===== config.mk =====
export PLATFORM = sky130hd
export DESIGN_NAME = pdvm_fmul
export DESIGN_NICKNAME = d
export VERILOG_FILES = /design/src/sv/pdvm_pkg.sv /design/src/sv/pdvm_fmul.sv
export SDC_FILE = /design/constraint.sdc
export NUM_CORES = 2
export LEC_CHECK = 0
export BUFFER_PORTS_ARGS = -buffer_cell sky130_fd_sc_hd__buf_2
export CAP_MARGIN = 30
export CORE_MARGIN = 2
export CORE_UTILIZATION = 63
export DETAILED_ROUTE_END_ITERATION = 8
export GPL_TIMING_DRIVEN = 0
export HOLD_SLACK_MARGIN = 0.02
export PLACE_DENSITY = 0.82
export RECOVER_POWER = 50
export SLEW_MARGIN = 20
export SYNTH_ARGS = -nofsm -noshare
export SYNTH_HDL_FRONTEND = slang
export SYNTH_SLANG_ARGS = --single-unit

===== constraint.sdc =====
create_clock -name clk -period 11.3 [get_ports clk]
set_input_delay 1.13 -clock clk [delete_from_list [all_inputs] [get_ports clk]]
set_output_delay 1.13 -clock clk [all_outputs]
set_load 0.02 [all_outputs]

===== src/sv/pdvm_pkg.sv =====
// Package for the perspective divide / viewport map block.
// Holds float types, constants and the single-precision helper functions
// used by all pipeline modules. Depends on nothing.
package pdvm_pkg;

  localparam logic [31:0] FP_ONE    = 32'h3F80_0000;
  localparam logic [31:0] FP_HALF   = 32'h3F00_0000;
  localparam logic [31:0] FP_QNAN   = 32'h7FC0_0000;
  localparam logic [31:0] FP_SIGN   = 32'h8000_0000;
  localparam logic [31:0] FP_DMAX_RST = 32'h3F80_0000;
  localparam logic [31:0] FP_EPS_RST  = 32'h3586_37BD;

  localparam int CFG_IDX_W = 3;
  localparam int VP_W      = 15;

  typedef enum logic [CFG_IDX_W-1:0] {
    REG_VP_LEFT   = 3'd0,
    REG_VP_TOP    = 3'd1,
    REG_VP_WIDTH  = 3'd2,
    REG_VP_HEIGHT = 3'd3,
    REG_DEPTH_MIN = 3'd4,
    REG_DEPTH_MAX = 3'd5,
    REG_ZERO_EPS  = 3'd6
  } pdvm_reg_t;

  typedef struct packed {
    logic        sign;
    logic        nan;
    logic        inf;
    logic        zero;
    logic [7:0]  e;
    logic [23:0] m;
  } pdvm_fp_t;

  // Unrounded value: leading one of mant at bit 26, exp biased.
  typedef struct packed {
    logic               sign;
    logic signed [11:0] exp;
    logic [26:0]        mant;
    logic               spec;
    logic [31:0]        spec_val;
  } pdvm_rnd_t;

  typedef struct packed {
    logic               sign;
    logic signed [11:0] exp;
    logic [47:0]        prod;
    logic               spec;
    logic [31:0]        spec_val;
  } pdvm_mul_t;

  typedef struct packed {
    logic               sign;
    logic signed [11:0] exp;
    logic [27:0]        sum;
    logic               spec;
    logic [31:0]        spec_val;
  } pdvm_add_t;

  typedef struct packed {
    logic               sign;
    logic signed [11:0] ew;
    logic [23:0]        d;
    logic               spec;
    logic [31:0]        spec_val;
    logic [24:0]        rem;
    logic [27:0]        q;
  } pdvm_div_t;

  typedef struct packed {
    logic [31:0] x;
    logic [31:0] y;
    logic [31:0] z;
  } pdvm_xyz_t;

  function automatic logic [5:0] lzc48(input logic [47:0] v);
    logic [5:0] n;
    n = 6'd48;
    for (int i = 0; i < 48; i++) begin
      if (v[i]) n = 6'(47 - i);
    end
    return n;
  endfunction

  function automatic pdvm_fp_t unpack(input logic [31:0] f);
    pdvm_fp_t u;
    u.sign = f[31];
    u.nan  = (&f[30:23]) & (|f[22:0]);
    u.inf  = (&f[30:23]) & ~(|f[22:0]);
    u.zero = (f[30:0] == 31'd0);
    u.e    = (f[30:23] == 8'd0) ? 8'd1 : f[30:23];
    u.m    = {(f[30:23] != 8'd0), f[22:0]};
    return u;
  endfunction

  function automatic logic [31:0] round_pack(input pdvm_rnd_t r);
    logic [4:0]         sh;
    logic signed [11:0] shs;
    logic [26:0]        m;
    logic               lost;
    logic [7:0]         e8;
    logic [22:0]        fr;
    logic               g;
    logic               st;
    logic               inc;
    logic [30:0]        mag;
    sh   = '0;
    shs  = '0;
    m    = r.mant;
    lost = 1'b0;
    e8   = '0;
    if (r.spec) return r.spec_val;
    if (r.mant == '0) return {r.sign, 31'd0};
    if (r.exp >= 12'sd255) return {r.sign, 8'hFF, 23'd0};
    if (r.exp >= 12'sd1) begin
      e8 = r.exp[7:0];
    end else begin
      // denormal: shift right into the subnormal range, keep sticky
      shs  = 12'sd1 - r.exp;
      sh   = (shs > 12'sd27) ? 5'd27 : shs[4:0];
      lost = |(r.mant & ~({27{1'b1}} << sh));
      m    = r.mant >> sh;
    end
    fr  = m[25:3];
    g   = m[2];
    st  = m[1] | m[0] | lost;
    inc = g & (st | fr[0]);
    mag = {e8, fr} + 31'(inc);
    return {r.sign, mag};
  endfunction

  function automatic pdvm_mul_t mul_prod(input logic [31:0] a, input logic [31:0] b);
    pdvm_fp_t  ua;
    pdvm_fp_t  ub;
    pdvm_mul_t o;
    ua = unpack(a);
    ub = unpack(b);
    o.sign     = ua.sign ^ ub.sign;
    o.exp      = $signed({4'd0, ua.e}) + $signed({4'd0, ub.e}) - 12'sd126;
    o.prod     = ua.m * ub.m;
    o.spec     = 1'b1;
    o.spec_val = FP_QNAN;
    if (ua.nan || ub.nan || (ua.inf && ub.zero) || (ua.zero && ub.inf)) begin
      o.spec_val = FP_QNAN;
    end else if (ua.inf || ub.inf) begin
      o.spec_val = {o.sign, 8'hFF, 23'd0};
    end else if (ua.zero || ub.zero) begin
      o.spec_val = {o.sign, 31'd0};
    end else begin
      o.spec = 1'b0;
    end
    return o;
  endfunction

  function automatic pdvm_rnd_t mul_norm(input pdvm_mul_t p);
    logic [5:0]  lz;
    logic [47:0] pn;
    pdvm_rnd_t   r;
    lz         = lzc48(p.prod);
    pn         = p.prod << lz;
    r.sign     = p.sign;
    r.exp      = p.exp - $signed({6'd0, lz});
    r.mant     = {pn[47:22], |pn[21:0]};
    r.spec     = p.spec;
    r.spec_val = p.spec_val;
    return r;
  endfunction

  function automatic pdvm_add_t add_align(input logic [31:0] a, input logic [31:0] b);
    pdvm_fp_t  ua;
    pdvm_fp_t  ub;
    pdvm_fp_t  big;
    pdvm_fp_t  sml;
    logic [7:0]  d;
    logic [4:0]  d5;
    logic [26:0] mb;
    logic [26:0] ms;
    logic [26:0] sm;
    logic        lost;
    pdvm_add_t   o;
    ua = unpack(a);
    ub = unpack(b);
    if (a[30:0] >= b[30:0]) begin
      big = ua;
      sml = ub;
    end else begin
      big = ub;
      sml = ua;
    end
    d    = big.e - sml.e;
    d5   = (d > 8'd27) ? 5'd27 : d[4:0];
    mb   = {big.m, 3'd0};
    ms   = {sml.m, 3'd0};
    lost = |(ms & ~({27{1'b1}} << d5));
    sm   = (ms >> d5) | {26'd0, lost};
    o.sign = big.sign;
    o.exp  = $signed({4'd0, big.e});
    if (big.sign == sml.sign) o.sum = {1'b0, mb} + {1'b0, sm};
    else                      o.sum = {1'b0, mb} - {1'b0, sm};
    o.spec     = 1'b1;
    o.spec_val = FP_QNAN;
    if (ua.nan || ub.nan || (ua.inf && ub.inf && (ua.sign != ub.sign))) begin
      o.spec_val = FP_QNAN;
    end else if (ua.inf) begin
      o.spec_val = {ua.sign, 8'hFF, 23'd0};
    end else if (ub.inf) begin
      o.spec_val = {ub.sign, 8'hFF, 23'd0};
    end else if (ua.zero && ub.zero) begin
      o.spec_val = {ua.sign & ub.sign, 31'd0};
    end else begin
      o.spec = 1'b0;
    end
    return o;
  endfunction

  function automatic pdvm_rnd_t add_norm(input pdvm_add_t s);
    logic [5:0]  lz;
    logic [26:0] sn;
    pdvm_rnd_t   r;
    lz         = lzc48({s.sum[26:0], 21'd0});
    sn         = s.sum[26:0] << lz;
    r.spec     = s.spec;
    r.spec_val = s.spec_val;
    // exact cancellation gives +0
    r.sign     = (s.sum == '0) ? 1'b0 : s.sign;
    if (s.sum[27]) begin
      r.mant = {s.sum[27:2], s.sum[1] | s.sum[0]};
      r.exp  = s.exp + 12'sd1;
    end else begin
      r.mant = sn;
      r.exp  = s.exp - $signed({6'd0, lz});
    end
    return r;
  endfunction

  function automatic logic [31:0] fadd_full(input logic [31:0] a, input logic [31:0] b);
    return round_pack(add_norm(add_align(a, b)));
  endfunction

  function automatic logic [31:0] fmul_full(input logic [31:0] a, input logic [31:0] b);
    return round_pack(mul_norm(mul_prod(a, b)));
  endfunction

  // Exact v/2 as a single for a 17-bit unsigned integer.
  function automatic logic [31:0] u2f_half(input logic [16:0] v);
    logic [5:0]  lz;
    logic [16:0] vn;
    lz = lzc48({v, 31'd0});
    vn = v << lz;
    if (v == '0) return 32'd0;
    return {1'b0, 8'd142 - {2'd0, lz}, vn[15:0], 7'd0};
  endfunction

  // Four restoring division steps of 1.0 / d.
  function automatic pdvm_div_t div4(input pdvm_div_t s);
    pdvm_div_t o;
    o = s;
    for (int i = 0; i < 4; i++) begin
      if (o.rem >= {1'b0, o.d}) begin
        o.rem = o.rem - {1'b0, o.d};
        o.q   = {o.q[26:0], 1'b1};
      end else begin
        o.q   = {o.q[26:0], 1'b0};
      end
      o.rem = o.rem << 1;
    end
    return o;
  endfunction

  function automatic pdvm_rnd_t div_fin(input pdvm_div_t s);
    pdvm_rnd_t r;
    logic      st;
    st         = (s.rem != '0);
    r.sign     = s.sign;
    r.spec     = s.spec;
    r.spec_val = s.spec_val;
    if (s.q[27]) begin
      r.mant = {s.q[27:2], s.q[1] | s.q[0] | st};
      r.exp  = 12'sd254 - s.ew;
    end else begin
      r.mant = {s.q[26:1], s.q[0] | st};
      r.exp  = 12'sd253 - s.ew;
    end
    return r;
  endfunction

endpackage


===== src/sv/pdvm_fmul.sv =====
// Three-stage single-precision multiplier lane: product, normalize, round.
// Carries one 32-bit side word along. Depends on pdvm_pkg.
module pdvm_fmul (
  input  logic        clk,
  input  logic        rst_n,
  input  logic        in_v,
  output logic        in_rdy,
  input  logic [31:0] a_i,
  input  logic [31:0] b_i,
  input  logic [31:0] side_i,
  output logic        out_v,
  input  logic        out_rdy,
  output logic [31:0] p_o,
  output logic [31:0] side_o
);
  import pdvm_pkg::*;

  localparam int NS = 3;

  logic [NS-1:0] v_r;
  logic [NS-1:0] adv;
  logic [31:0]   side_r [NS];
  pdvm_mul_t     mul_r;
  pdvm_rnd_t     rnd_r;
  logic [31:0]   p_r;

  always_comb begin
    adv[NS-1] = !v_r[NS-1] || out_rdy;
    for (int i = NS - 2; i >= 0; i--) begin
      adv[i] = !v_r[i] || adv[i+1];
    end
  end

  always_ff @(posedge clk) begin
    if (!rst_n) begin
      v_r <= '0;
    end else begin
      if (adv[0]) v_r[0] <= in_v;
      for (int i = 1; i < NS; i++) begin
        if (adv[i]) v_r[i] <= v_r[i-1];
      end
    end
  end

  always_ff @(posedge clk) begin
    if (adv[0]) begin
      mul_r     <= mul_prod(a_i, b_i);
      side_r[0] <= side_i;
    end
    if (adv[1]) begin
      rnd_r     <= mul_norm(mul_r);
      side_r[1] <= side_r[0];
    end
    if (adv[2]) begin
      p_r       <= round_pack(rnd_r);
      side_r[2] <= side_r[1];
    end
  end

  assign in_rdy = adv[0];
  assign out_v  = v_r[NS-1];
  assign p_o    = p_r;
  assign side_o = side_r[NS-1];

endmodule


==> impl_metrics.ini <==
[synthesis]
async_reset_ff_share_pct = 0
postSynthCellCount = 3606
ys_types = 88
synth-main-ff-cell = edfxtp_1
synth_area_leaders = fa_1 29%, edfxtp_1 21%, ha_1 7.4%, nand2_1 6.2%, inv_1 6.1%
yosysTopAreaCellShare_pct = 29.06
yosysTopAreaCell = fa_1
yosys_warnings = 0
syn_area_mm2 = 0.03335
synth_fp_nets = 4387
ys_ff_latch = 238
synth_edf_count = 235
syn_area_per_cell_um2 = 9.248
yosysSeqAreaShare_pct = 21.34

[floorplan]
num_rows = 84
die_x_um = 234.1
die_area_mm2 = 0.05479
die_h_um = 234.1
coreArea_mm2 = 0.05245
io_pins = 166
initial_core_util_pct = 63.58

[detailed_routing]
antenna_left = 0
post-route-drc-count = 0
drt_first_iter_violations = 3054
via_per_inst = 6.354
routed_wirelength_um = 113000
vias = 28656
detail_route.first_pass.iterations = 6
wire_per_inst_um = 25.06

[grt]
grt_pass1_wl_um = 170000
overflow = 0
grt_use_total_pct = 41.95
antenna_found_initial = 8
grt_start_max_net_pins = 65
grt_pass1_vias = 28785

[clock_tree]
clock_sinks = 238
path_clk_slew_ns = 0.06
numCtsBuffers = 25
ctsRootBufferMaster = clkbuf_16
ctsResizeCount = 0
htree_levels = 1
cts_tree = built
cts_setup_buffers = 0
clockBufferDepth = 3
clk_latency_ns = 0.56
hold_buffers = 0

[timing]
tns_ns = 0
finalSetupViolations = 0
worst_slew_pin_slew_ns = 2.640
relSlewSlack_pct = -76.94
slew_viol_final = 65
hold_viol = 0
fmax_mhz = 109.1
grt_setup_unrepaired = no
fin_crit_ns = 9.164
post-route-period-util_pct = 81.10
skew_ns = 0.04787

[critical_path]
start_kind = input pin
crit_type = input pin to flop
cp.arrival_ns = 9.47
critPathCaptureType = flop
critPathMaxFanout = 10
crit_required_ns = 11.61

[finish]
syn_to_final_growth_pct = 7.527
fill_cells = 4163
drive_gt1_share_pct = 5.975
nets = 4579

[placement]
port_buffers = 158
dpl.hpwl_um = 89600
gp_congestion = 1.044

[hold_path]
hold_path.class = flop to flop

[run]
cap_violations = 2

[run_status]
outcome = finished with violations
violations = max-capacitance violations, max-slew violations
-- worst max-delay path, cell delays in order --
cell	delay, ns
buf_2	0.11
nor4_1	0.28
nand2_1	0.46
clkbuf_1	0.51
and2_1	0.33
fa_1	0.51
fa_1	0.52
fa_1	0.54
inv_1	0.05
fa_1	0.48
fa_1	0.50
fa_1	0.52
inv_1	0.06
fa_1	0.44
ha_1	0.40
nand3_1	0.14
nor2_1	0.23
nand3_1	0.12
a311oi_1	0.70
o31a_1	0.32
a21oi_1	0.16
o22ai_1	0.22
o21ai_0	0.14
a21boi_0	0.25
o21a_1	0.15
nor2_1	0.05
xnor2_1	0.13
-- per-layer routing --
metal  wire, µm  vias up  track usage, %
met2      49260     2034           63.29
met3      15300      503           13.21
met5         50        -               0
met1      41210    13935           54.26
li1           -    12176               -
met4       7178        8           22.39
-- cell type report --
type | instances | area (µm²) | share of cell area, %
Antenna cell | 6 | 15.01 | 0.04187
Buffer | 236 | 1039 | 2.896
Clock buffer | 27 | 633.1 | 1.766
Clock inverter | 18 | 191.4 | 0.5339
Inverter | 551 | 2069 | 5.771
Multi-Input combinational cell | 2581 | 23140 | 64.54
Sequential cell | 238 | 7117 | 19.85
Tap cell | 688 | 860.8 | 2.401
Timing Repair Buffer | 165 | 788.3 | 2.198
-- logic make-up after synthesis --
kind of cell	after synthesis	share of synthesized area [%]
AND/OR/NAND/NOR	1187	16.70
XOR/XNOR	83	2.180
buffers and inverters	787	9.316
AO/OA/AOI/OAI	502	10.12
flip-flops	238	21.34
adder cells (fa/ha/maj)	681	36.45
multiplexers	128	3.898
-- cells in the mapped netlist (8+ instances only) --
master and n:
nand2_1 550, inv_1 546, fa_1 484, edfxtp_1 235
and2_1 202, ha_1 197, clkbuf_1 174, nor2_1 172
a21oi_1 130, mux2i_1 113, o21ai_0 82, nand3_1 57
xnor2_1 52, nor3_1 51, nor4_1 40, buf_4 36
a21o_1 33, xor2_1 31, a31oi_1 28, o21a_1 22
nand4_1 20, o211ai_1 20, a211oi_1 18, and3_1 16
mux2_2 15, nor2b_1 15, o21bai_1 15, o22ai_1 15
buf_2 14, a22oi_1 13, buf_1 12, o31ai_1 12
nand2b_1 11, or3_1 11, o21ai_1 9, or4_1 9
o31a_1 8
-- through the flow --
stage	worst slack [ns]	cells	utilization (%)	cell area, µm²	hold WS, ns
floorplan	3.178	3606	-	33350	0.4003
CTS	2.339	4501	68.48	35910	0.4179
detailed placement	1.792	4456	66.91	35090	0.4045
global placement	1.790	4452	66.73	35000	0.4002
finish	2.136	4510	68.37	35860	0.4160
global route	1.794	4504	68.34	35840	0.4177
-- flip-flops by register name (all words and copies together) (netlist names) --
register	flops
v_r	3
rnd_r	44
side_r	96
mul_r	63
p_o	32
-- placed cells by master (no fill, tap or decap), types with 31 or more instances in the layout --
cell type and n:
and2_1 201, buf_2 104, fa_1 484, nor4_1 40, edfxtp_1 235, nand2_1 550, a21o_1 33, mux2i_1 113
clkbuf_1 245, nor3_1 51, ha_1 197, buf_4 37, xnor2_1 52, a21oi_1 130, nor2_1 172, o21ai_0 82
xor2_1 31, nand3_1 56, inv_1 545
-- worst paths after layout --
path	startpoint	to	slack, ns	depth (start not counted)
worst max-delay path	a_i[23]	mul_r[79]	2.14	27
worst min-delay path	side_r[0][53]	side_r[0][85]	0.42	0
worst max register to register	rnd_r[61]	p_o[23]	4.22	19
worst min register to register	side_r[0][53]	side_r[0][85]	0.42	0
Power is left out: the tool's default activity adds up to more than one toggle a clock period on the data nets, which glitch-free logic cannot reach.
